### config.mk
export PLATFORM = sky130hd
export DESIGN_NAME = field_sync_segment_inserter
export DESIGN_NICKNAME = d
export VERILOG_FILES = /design/src/hw/rtl/fss_pkg.sv /design/src/hw/rtl/fss_lane.sv /design/src/hw/rtl/fss_merge.sv /design/src/hw/rtl/field_sync_segment_inserter.sv
export VERILOG_INCLUDE_DIRS = /design/src /design/src/hw/rtl
export SDC_FILE = /design/constraint.sdc
export NUM_CORES = 1
export LEC_CHECK = 0
export BUFFER_PORTS_ARGS = -buffer_cell sky130_fd_sc_hd__buf_2
export CAP_MARGIN = 10
export CORE_MARGIN = 8
export CORE_UTILIZATION = 55
export CTS_BUF_LIST = sky130_fd_sc_hd__clkbuf_4 sky130_fd_sc_hd__clkbuf_8
export DETAILED_ROUTE_END_ITERATION = 10
export MAX_ROUTING_LAYER = met4
export PLACE_DENSITY = 0.85
export SYNTH_ARGS = -nofsm -noshare
export SYNTH_HDL_FRONTEND = slang
export SYNTH_SLANG_ARGS = --single-unit
### constraint.sdc
create_clock -name clk -period 5 [get_ports clk]
set_input_delay 1 -clock clk [delete_from_list [all_inputs] [get_ports clk]]
set_output_delay 1 -clock clk [all_outputs]
set_load 0.01 [all_outputs]
### src/hw/rtl/assert_macros.svh
// Assertion macros for the RTL file that carries concurrent checks.
`ifndef ASSERT_MACROS_SVH
`define ASSERT_MACROS_SVH

`ifndef SYNTH
// Property checked on every rising edge of clk while rst_n is high.
`define FSS_ASSERT(label, prop) \
    label: assert property (@(posedge clk) disable iff (!rst_n) (prop)) \
        else $error("field sync inserter check failed");
// Condition that must never be seen on a rising edge of clk outside reset.
`define FSS_NEVER(label, cond) \
    label: assert property (@(posedge clk) disable iff (!rst_n) !(cond)) \
        else $error("field sync inserter forbidden condition seen");
`else
`define FSS_ASSERT(label, prop)
`define FSS_NEVER(label, cond)
`endif

`endif

### src/hw/rtl/fss_pkg.sv
// Package with the field sync constants, symbol tables and shared types.
`default_nettype none

package fss_pkg;

    localparam int SYMBOLS_PER_GROUP  = 16;
    localparam int SEGMENT_SYMBOLS    = 832;
    localparam int SEGMENTS_PER_FIELD = 312;
    localparam int TAIL_SYMBOLS       = 12;
    localparam int GROUPS_PER_SEGMENT = SEGMENT_SYMBOLS / SYMBOLS_PER_GROUP;

    localparam int PN_LONG          = 511;
    localparam int PN_SHORT         = 63;
    localparam int RESERVED_SYMBOLS = 92;
    localparam int MODE_SYMBOLS     = 24;

    // Symbol offsets of the parts of the field sync segment.
    localparam int LONG_START     = 4;
    localparam int SHORT1_START   = LONG_START + PN_LONG;
    localparam int SHORT2_START   = SHORT1_START + PN_SHORT;
    localparam int SHORT3_START   = SHORT2_START + PN_SHORT;
    localparam int MODE_START     = SHORT3_START + PN_SHORT;
    localparam int RESERVED_START = MODE_START + MODE_SYMBOLS;
    localparam int TAIL_FIRST     = SYMBOLS_PER_GROUP - TAIL_SYMBOLS;

    localparam int GROUP_BITS = 3 * SYMBOLS_PER_GROUP;
    localparam int TAIL_BITS  = 3 * TAIL_SYMBOLS;

    localparam logic [5:0] SYNC_GROUPS    = 6'(GROUPS_PER_SEGMENT);
    localparam logic [5:0] LAST_GROUP     = 6'(GROUPS_PER_SEGMENT - 1);
    localparam logic [8:0] LAST_SEGMENT   = 9'(SEGMENTS_PER_FIELD - 1);

    // Mode word, first transmitted symbol on the left.
    localparam logic [0:MODE_SYMBOLS-1] MODE_WORD = 24'b0000_1010_0101_1111_0101_1010;

    // One column per lane: bit g is that lane's symbol in sync group g.
    typedef logic [SYMBOLS_PER_GROUP-1:0][GROUPS_PER_SEGMENT-1:0] col_array_t;

    // Control that travels with one result towards the output register.
    typedef struct packed {
        logic valid;
        logic sync;
        logic last;
    } emit_ctrl_t;

    // Binary content of the field sync segment in field 1 (tail left at zero).
    function automatic logic [SEGMENT_SYMBOLS-1:0] build_sync_bits();
        logic [PN_LONG-1:0]         pl;
        logic [PN_SHORT-1:0]        ps;
        logic [SEGMENT_SYMBOLS-1:0] b;
        pl = '0;
        pl[7] = 1'b1;
        for (int n = 9; n < PN_LONG; n++) begin
            pl[n] = pl[n-2] ^ pl[n-3] ^ pl[n-5] ^ pl[n-6] ^ pl[n-8] ^ pl[n-9];
        end
        ps = '0;
        ps[0] = 1'b1;
        ps[1] = 1'b1;
        ps[2] = 1'b1;
        ps[5] = 1'b1;
        for (int n = 6; n < PN_SHORT; n++) begin
            ps[n] = ps[n-5] ^ ps[n-6];
        end
        b = '0;
        b[0] = 1'b1;
        b[3] = 1'b1;
        for (int j = 0; j < PN_LONG; j++) begin
            b[LONG_START + j] = pl[j];
        end
        for (int j = 0; j < PN_SHORT; j++) begin
            b[SHORT1_START + j] = ps[j];
            b[SHORT2_START + j] = ps[j];
            b[SHORT3_START + j] = ps[j];
        end
        for (int j = 0; j < MODE_SYMBOLS; j++) begin
            b[MODE_START + j] = MODE_WORD[j];
        end
        for (int j = 0; j < RESERVED_SYMBOLS; j++) begin
            b[RESERVED_START + j] = ps[j % PN_SHORT];
        end
        return b;
    endfunction

    // Symbols that flip in field 2: the middle PN63 run.
    function automatic logic [SEGMENT_SYMBOLS-1:0] build_invert_bits();
        logic [SEGMENT_SYMBOLS-1:0] b;
        b = '0;
        for (int j = 0; j < PN_SHORT; j++) begin
            b[SHORT2_START + j] = 1'b1;
        end
        return b;
    endfunction

    // Regroup a segment's bits into one column per lane.
    function automatic col_array_t build_cols(input logic [SEGMENT_SYMBOLS-1:0] v);
        col_array_t c;
        for (int k = 0; k < SYMBOLS_PER_GROUP; k++) begin
            for (int g = 0; g < GROUPS_PER_SEGMENT; g++) begin
                c[k][g] = v[g * SYMBOLS_PER_GROUP + k];
            end
        end
        return c;
    endfunction

    localparam col_array_t SYNC_COLS = build_cols(build_sync_bits());
    localparam col_array_t INV_COLS  = build_cols(build_invert_bits());

endpackage

`default_nettype wire

### src/hw/rtl/fss_lane.sv
// One symbol lane: produces its field sync symbol level for the current group.
`default_nettype none

module fss_lane
    import fss_pkg::*;
(
    input  wire logic [5:0]                    group_index,
    input  wire logic [GROUPS_PER_SEGMENT-1:0] column,
    input  wire logic [GROUPS_PER_SEGMENT-1:0] inv_column,
    input  wire logic                          tail_lane,
    input  wire logic                          invert,
    input  wire logic [2:0]                    tail_symbol,
    output logic [2:0]                         level
);

    logic sync_bit;
    logic in_tail;

    // Binary symbol, with the middle PN63 run flipped in field 2.
    assign sync_bit = column[group_index] ^ (invert & inv_column[group_index]);
    assign in_tail  = tail_lane && (group_index == LAST_GROUP);

    // Level 1 for a zero and level 6 for a one; the tail is copied as it was saved.
    always_comb
    begin
        if (in_tail)
        begin
            level = tail_symbol;
        end
        else
        begin
            level = {sync_bit, sync_bit, ~sync_bit};
        end
    end

endmodule

`default_nettype wire

### src/hw/rtl/fss_merge.sv
// Merging stage: picks lane output or pass-through group into the output register.
`default_nettype none

module fss_merge
    import fss_pkg::*;
(
    input  wire logic                  clk,
    input  wire logic                  rst_n,
    input  wire emit_ctrl_t            emit,
    input  wire logic [GROUP_BITS-1:0] lane_group,
    input  wire logic [GROUP_BITS-1:0] pass_group,
    output logic                       take,
    output logic                       out_valid,
    input  wire logic                  out_stall,
    output logic [GROUP_BITS-1:0]      out_group,
    output logic                       is_sync,
    output logic                       last_of_run
);

    logic                  out_valid_reg;
    logic                  out_valid_next;
    logic [GROUP_BITS-1:0] out_group_reg;
    logic [GROUP_BITS-1:0] out_group_next;
    logic                  is_sync_reg;
    logic                  last_reg;

    // The register loads whenever it is empty or its transfer completes.
    assign take = !out_valid_reg || !out_stall;

    assign out_valid_next = take ? emit.valid : out_valid_reg;
    assign out_group_next = emit.sync ? lane_group : pass_group;

    // Output valid flag.
    always_ff @(posedge clk or negedge rst_n)
    begin
        if (!rst_n)
        begin
            out_valid_reg <= 1'b0;
        end
        else
        begin
            out_valid_reg <= out_valid_next;
        end
    end

    // Output payload.
    always_ff @(posedge clk)
    begin
        if (take && emit.valid)
        begin
            out_group_reg <= out_group_next;
            is_sync_reg   <= emit.sync;
            last_reg      <= emit.last;
        end
    end

    assign out_valid   = out_valid_reg;
    assign out_group   = out_group_reg;
    assign is_sync     = is_sync_reg;
    assign last_of_run = last_reg;

endmodule

`default_nettype wire

### src/hw/rtl/field_sync_segment_inserter.sv
// Top level of the field sync segment inserter.
`default_nettype none

// Passes 16-symbol groups of data segments through unchanged and, ahead of
// group 0 of segment 0, inserts a complete 832-symbol field sync segment as
// 52 groups flagged by is_sync; last_of_run marks the final result of each
// input transfer. Ordinary groups flow at one transfer per cycle while the
// output is not stalled; the start-of-field group is passed on after its 52
// sync groups, built one per cycle by sixteen symbol lanes while the output
// is not stalled, and the input is stalled meanwhile. The twelve tail symbols
// come from group 51 of segment 311 of the previous field and read as level
// 0 until such a group has been seen. No start-up delay after reset.
`include "assert_macros.svh"

module field_sync_segment_inserter
    import fss_pkg::*;
(
    input  wire logic                  clk,
    input  wire logic                  rst_n,
    input  wire logic                  in_valid,
    output logic                       in_stall,
    input  wire logic [GROUP_BITS-1:0] symbol_group,
    input  wire logic [5:0]            group_position,
    input  wire logic [8:0]            segment_number,
    input  wire logic                  second_field,
    output logic                       out_valid,
    input  wire logic                  out_stall,
    output logic [GROUP_BITS-1:0]      out_group,
    output logic                       is_sync,
    output logic                       last_of_run
);

    logic                  work_valid_reg;
    logic                  work_valid_next;
    logic [5:0]            work_cnt_reg;
    logic [5:0]            work_cnt_next;
    logic                  work_trig_reg;
    logic                  work_field2_reg;
    logic [GROUP_BITS-1:0] work_group_reg;
    logic [TAIL_BITS-1:0]  saved_tail_reg;

    emit_ctrl_t                          emit;
    logic                                take;
    logic                                advance;
    logic                                finish;
    logic                                accept;
    logic                                start_field;
    logic                                capture_tail;
    logic [SYMBOLS_PER_GROUP-1:0][2:0]   lane_levels;

    // Current emission of the item held in the work stage.
    assign emit.valid = work_valid_reg;
    assign emit.sync  = work_trig_reg && (work_cnt_reg != SYNC_GROUPS);
    assign emit.last  = !emit.sync;

    assign advance  = work_valid_reg && take;
    assign finish   = advance && emit.last;
    assign in_stall = work_valid_reg && !finish;
    assign accept   = in_valid && !in_stall;

    assign start_field  = (group_position == '0) && (segment_number == '0);
    assign capture_tail = (group_position == LAST_GROUP) && (segment_number == LAST_SEGMENT);

    // Work stage sequencing.
    always_comb
    begin
        work_valid_next = work_valid_reg;
        work_cnt_next   = work_cnt_reg;
        if (accept)
        begin
            work_valid_next = 1'b1;
            work_cnt_next   = '0;
        end
        else if (finish)
        begin
            work_valid_next = 1'b0;
        end
        else if (advance)
        begin
            work_cnt_next = work_cnt_reg + 6'd1;
        end
    end

    // Work stage control registers and the saved tail.
    always_ff @(posedge clk or negedge rst_n)
    begin
        if (!rst_n)
        begin
            work_valid_reg <= 1'b0;
            work_cnt_reg   <= '0;
            saved_tail_reg <= '0;
        end
        else
        begin
            work_valid_reg <= work_valid_next;
            work_cnt_reg   <= work_cnt_next;
            if (accept && capture_tail)
            begin
                saved_tail_reg <= symbol_group[GROUP_BITS-1 -: TAIL_BITS];
            end
        end
    end

    // Work stage payload.
    always_ff @(posedge clk)
    begin
        if (accept)
        begin
            work_trig_reg   <= start_field;
            work_field2_reg <= second_field;
            work_group_reg  <= symbol_group;
        end
    end

    // Sixteen symbol lanes build one sync group per cycle while the output is not stalled.
    for (genvar k = 0; k < SYMBOLS_PER_GROUP; k++)
    begin : g_lane
        logic [2:0] tail_sym;
        if (k >= TAIL_FIRST)
        begin : g_tail
            assign tail_sym = saved_tail_reg[3*(k-TAIL_FIRST) +: 3];
        end
        else
        begin : g_no_tail
            assign tail_sym = '0;
        end

        fss_lane u_lane (
            .group_index (work_cnt_reg),
            .column      (SYNC_COLS[k]),
            .inv_column  (INV_COLS[k]),
            .tail_lane   ((k >= TAIL_FIRST) ? 1'b1 : 1'b0),
            .invert      (work_field2_reg),
            .tail_symbol (tail_sym),
            .level       (lane_levels[k])
        );
    end

    // Merge lanes or pass-through into the output register.
    fss_merge u_merge (
        .clk         (clk),
        .rst_n       (rst_n),
        .emit        (emit),
        .lane_group  (lane_levels),
        .pass_group  (work_group_reg),
        .take        (take),
        .out_valid   (out_valid),
        .out_stall   (out_stall),
        .out_group   (out_group),
        .is_sync     (is_sync),
        .last_of_run (last_of_run)
    );

    // Checks on the sequencing.
    `FSS_ASSERT(a_stall_during_sync, (work_valid_reg && emit.sync) |-> in_stall)
    `FSS_NEVER(a_cnt_range, work_cnt_reg > SYNC_GROUPS)
    `FSS_ASSERT(a_sync_followed, (out_valid && !out_stall && is_sync) |=> out_valid)
    `FSS_ASSERT(a_accept_loads, accept |=> (work_valid_reg && work_cnt_reg == '0))

endmodule

`default_nettype wire

[Word-level counts from Yosys, hierarchy flattened]
Memory sizes are Yosys's and may differ from the RTL's.
Index checks and enable logic that the tools add are counted.
Storage, ports and cells
  output and inout bits: 52
  ROM bits: 1216
  bits of input ports: 68
  logic and storage cells: 127
  memories kept: 19
  bits in registers: 144
Memories
  (name not given): words 64, bits a word 1, read ports 1, clocked after Yosys merged registers in 0, wr ports 0, line fss_lane.sv:20  | assign sync_bit = column[group_index] ^ (invert & inv_column[group_index]);
  (name not given): words 64, bits a word 1, read ports 1, clocked after Yosys merged registers in 0, wr ports 0, line fss_lane.sv:20
  (name not given): words 64, bits a word 1, read ports 1, clocked after Yosys merged registers in 0, wr ports 0, line fss_lane.sv:20
  (name not given): words 64, bits a word 1, read ports 1, clocked after Yosys merged registers in 0, wr ports 0, line fss_lane.sv:20
  (name not given): words 64, bits a word 1, read ports 1, clocked after Yosys merged registers in 0, wr ports 0, line fss_lane.sv:20
  (name not given): words 64, bits a word 1, read ports 1, clocked after Yosys merged registers in 0, wr ports 0, line fss_lane.sv:20
  13 more memories
Cells by class
  mux-type cells: 37
  order comparisons: 1
  add/subtract/negate cells: 1
  bitwise logic cells: 35
  equality and inequality tests: 5
  reduce and logical (&&, ||, !) cells: 19
Operator list (count)
  48-bit two-way mux: 1
  3-bit two-way mux: 12
  1-bit two-way mux: 21
  6-bit two-way mux: 3
  1-bit inverter: 16
  1-bit XOR: 16
  6-bit equality test, second input constant: 2
  9-bit equality test, second input constant: 1
  9-bit zero test: 1
  1-bit logical AND: 8
  6-bit by 7-bit < comparator with 1-bit output, second input constant: 1
  6-bit by 1-bit adder with 6-bit output, second input constant: 1
  6-bit zero test: 1
  6-bit != test, second input constant: 1
  1-bit zero test: 5
  2-bit nonzero test: 2
  1-bit bitwise AND: 3
  2-bit by 1-bit != test with 1-bit output, second input constant: 1
  2-bit AND reduction: 1
  1-bit logical OR: 1

[Logic depth before layout (Yosys ltp)]
  depth in word-level cells: 10
  gate-level depth with buffers: 12

[By module]
Synthesis repeated with hierarchy kept, for this count alone.
Unflattened totals
  cells, all modules: 2260
  area, all modules: 23373.7 um^2
By module, submodules not included
  fss_lane: seq. area each 0.0 um^2, cells each 123, instances 16, area an instance 1104.8 um^2
  field_sync_segment_inserter: seq. area each 2577.5 um^2, cells each 185, instances 1, area an instance 3492.1 um^2
  fss_merge: seq. area each 1526.5 um^2, cells each 107, instances 1, area an instance 2204.6 um^2

[Least setup slack after synthesis]
Ideal clock, no wire load.
  path type: register to register
  start: reg work_cnt_reg[0]
  end: reg work_field2_reg, enable pin
  arrival: 3.195 ns
  data required time: 4.569 ns
  setup slack: 1.373 ns
  cell stages (with the launch flop): 11
  path through: dfrtp_1 clkbuf_1 buf_2 inv_1 ha_1 nand3_1 o21a_4 inv_4 a21boi_4 nor2b_1 clkbuf_1
On the way
  longest elaborated chain between the ends: 8
Ends and longest elaborated chain
  from (decl): line field_sync_segment_inserter.sv:35  | logic [5:0] work_cnt_reg;
  from (signal assigned): line field_sync_segment_inserter.sv:96  | work_cnt_reg <= work_cnt_next;
  6-bit != test: line field_sync_segment_inserter.sv:53  | assign emit.sync = work_trig_reg && (work_cnt_reg != SYNC_GROUPS);
  1-bit logical AND: line field_sync_segment_inserter.sv:53
  1-bit zero test: line field_sync_segment_inserter.sv:54  | assign emit.last = !emit.sync;
  1-bit logical AND: line field_sync_segment_inserter.sv:57  | assign finish = advance && emit.last;
  1-bit zero test: line field_sync_segment_inserter.sv:58  | assign in_stall = work_valid_reg && !finish;
  1-bit logical AND: line field_sync_segment_inserter.sv:58
  via in_stall: line field_sync_segment_inserter.sv:21  | output logic in_stall,
  1-bit zero test: line field_sync_segment_inserter.sv:59  | assign accept = in_valid && !in_stall;
  1-bit logical AND: line field_sync_segment_inserter.sv:59
  via accept: line field_sync_segment_inserter.sv:46  | logic accept;
  to (signal assigned): line field_sync_segment_inserter.sv:110  | work_field2_reg <= second_field;
  to (decl): line field_sync_segment_inserter.sv:38  | logic work_field2_reg;
The timed path passes the listed nets, and every way through them passes these cells.
A chain may end at the register's enable or synchronous reset.

[Worst setup path in the final report]
  start: reg work_cnt_reg[3]
  end: out in_stall
On the way
  longest elaborated chain between the ends: 6
Ends and longest elaborated chain (line)
  6-bit != test: field_sync_segment_inserter.sv:53
  1-bit logical AND: field_sync_segment_inserter.sv:53
  1-bit zero test: field_sync_segment_inserter.sv:54
  1-bit logical AND: field_sync_segment_inserter.sv:57
  1-bit zero test: field_sync_segment_inserter.sv:58
  1-bit logical AND: field_sync_segment_inserter.sv:58
  to (decl): field_sync_segment_inserter.sv:21
No other way between the ends.

==> out/results.tsv <==
metric	value	unit
htree depth	4	
NetSw	1020	uW
post-synth top area share	38.9	%
Final Cycle Share	74.2	%
Worst Path Arrival	2710	ps
starting density of the core	55.9	%
register area share after synthesis	53.1	%
post-synth top area cell	edfxtp_1	
CTS Buffer Depth	2	
GPL Wtd Cong	0.969	
Seq pwr share	44.9	%
max_cap viols	0	
Syn-to-layout area delta	14.2	%
via/cell ratio	6.35	
layout cell share with drive strength beyond 1	28.7	%
Cells after DPL	928	
Slew Viols, Final	0	
Global Route Usage Sum	24.6	%
synth warn	0	
initial antenna violation count	0	
synth unique cells	78	
startpoint types	register	
setup TNS	0	ps
Post-synth EDFFs	100	
cell area after synthesis	7730	sq um
status	complete, no violations	
fmax	0.270	GHz
die width	135	um
Sw Ratio	32.1	%
async set-reset flop share out of synthesis	30.6	%
cts-stage hold buffer count	0	
Die ar.	18100	sq um
net count after synthesis	754	
WL/cell	22.6	um
# setup viols final	0	
IO Count	120	
RSZ-0062 raised after global routing	no	
final count of hold timing violations	0	
Synth top cells by count	edfxtp_1 (100), nor2_1 (54), a21oi_1 (47)	
worst-path maximum fanout	44	
post-layout power	3180	uW
largest net degree at the start of global routing	51	
clock skew	19.5	ps
first-pass GRT wire length	33.6	mm
FF+latch count, synth	144	
antenna viol nets, final	0	
grt total ovfl	0	
Comb pwr share	23.8	%
measured slew at the worst slew-check pin	1160	ps
dominant cells by area after synthesis	edfxtp_1 (39%), dfrtp_1 (14%), mux2_4 (5.8%), a21oi_1 (3.0%), nor2_1 (2.6%)	
most numerous cell in the Yosys netlist	edfxtp_1	
vias	6098	
first-pass detailed-route iteration total	6	
Rel. slew slack	22.9	%
worst skew pair latency	470	ps
final WL	21.7	mm
synthesized instance count	670	
R2R Setup Slk	1650	ps
Fillers	1052	
Final Non-Filler Cells	960	
worst hold path type	register to register	
critical path class	register to primary output	
Ant. Diodes	0	
Pleak	0.00362	uW
post-layout min period	3710	ps
drt initial violations	665	
vias in the first global route	6100	
Internal	2160	uW
Clk pwr share	31.3	%
syn_area_per_cell	11.5	sq um
DP Wirelength	14.6	mm
clock transition at the registers of the reported paths	90	ps
Rows	43	
Resized Gates After CTS	0	
TritonCTS buffer count	17	
Port Buffers	119	
core area	13800	sq um
Peak VDD IR	0.197	mV
CTS root buf	clkbuf_8	
commonest register cell after synthesis	edfxtp_1	
Post-route DRC	0	
chip height	135	um
TritonCTS clock tree	done	
Nets	851	
Setup Buffers After CTS	0	
Crit path required time	4000	ps
Power Dens Cells	360	nW/um^2
Min Hold Slack	509	ps
Clock Sinks	144	
Worst Setup End Kind	primary output	
[layer usage]
layer | routed length, um | global-route usage, %
met3 | 1740 | 5.35
met1 | 9000 | 30.7
met4 | 522 | 9.54
met5 | 0 | -
met2 | 10500 | 38.5
[final cells by class]
class / count / area [sq um] / area share, %
clock buffers: 20 / 269 / 3.05
clock inverters: 12 / 150 / 1.70
inverters: 14 / 55.1 / 0.624
multi-input cells: 457 / 3310 / 37.5
flip-flops and latches: 144 / 4110 / 46.5
well taps: 180 / 225 / 2.55
repair buffers: 133 / 713 / 8.08
[placed cells by master, fill, tap and decap left out, drive strengths merged, types with 6 or more instances in the layout]
master and count:
buf 133, edfxtp 100, nor2 54, a21oi 47, dfrtp 44, mux2 38, nand2 33, o21ai 27
nand3 20, and3 20, clkbuf 20, inv 18, nor3 16, ha 16, a211oi 14, nor2b 14
nand2b 12, o211ai 11, mux2i 9, xnor2 8, a22o 6, nor4 6
[kinds of logic after synthesis]
kind of cell / share of synthesized area [%]
AOI/OAI and AO/OA: 15.6
xor gates and xnor gates: 1.36
adders and majority gates: 2.59
buffers and inverters: 4.40
DFF: 53.1
muxes: 9.03
and+or+nand+nor: 13.9
[path summary, 6_finish.rpt]
check                                     to  cells past startpoint         startpoint
max                                 in_stall                      5    work_cnt_reg[3]
min                        saved_tail_reg[1]                      1  saved_tail_reg[1]
max reg2reg                saved_tail_reg[4]                      9    work_cnt_reg[1]
min reg2reg                saved_tail_reg[1]                      1  saved_tail_reg[1]
max in group asynchronous    work_cnt_reg[2]                      1              rst_n
min in group asynchronous    work_cnt_reg[4]                      1              rst_n
[critical path, cell delays in order, from the launching register on]
cell	delay, ps
dfrtp_1	820
nand2b_2	290
o21a_4	490
inv_4	220
a21boi_4	240
buf_2	170
[metrics by stage]
step           utilization [%]  cell area (sq um)  setup WS, ps
2_1_floorplan                -               7730          1370
3_3_place_gp              60.8               8410          1840
3_5_place_dp              60.8               8410          1700
4_1_cts                   63.8               8820          1330
5_1_grt                   63.8               8820          1160
6_report                  63.8               8820          1290
[power groups by stage]
| stage | logic, uW | clock network, uW | registers, uW |
|---|---|---|---|
| after floorplan | 467 | 0 | 1470 |
| after global placement | 724 | 0 | 1450 |
| after detailed placement | 737 | 0 | 1450 |
| after CTS | 742 | 998 | 1430 |
| after global routing | 814 | 1050 | 1430 |
| final | 756 | 996 | 1430 |
Note: power is estimated with default switching activity, not from simulation.
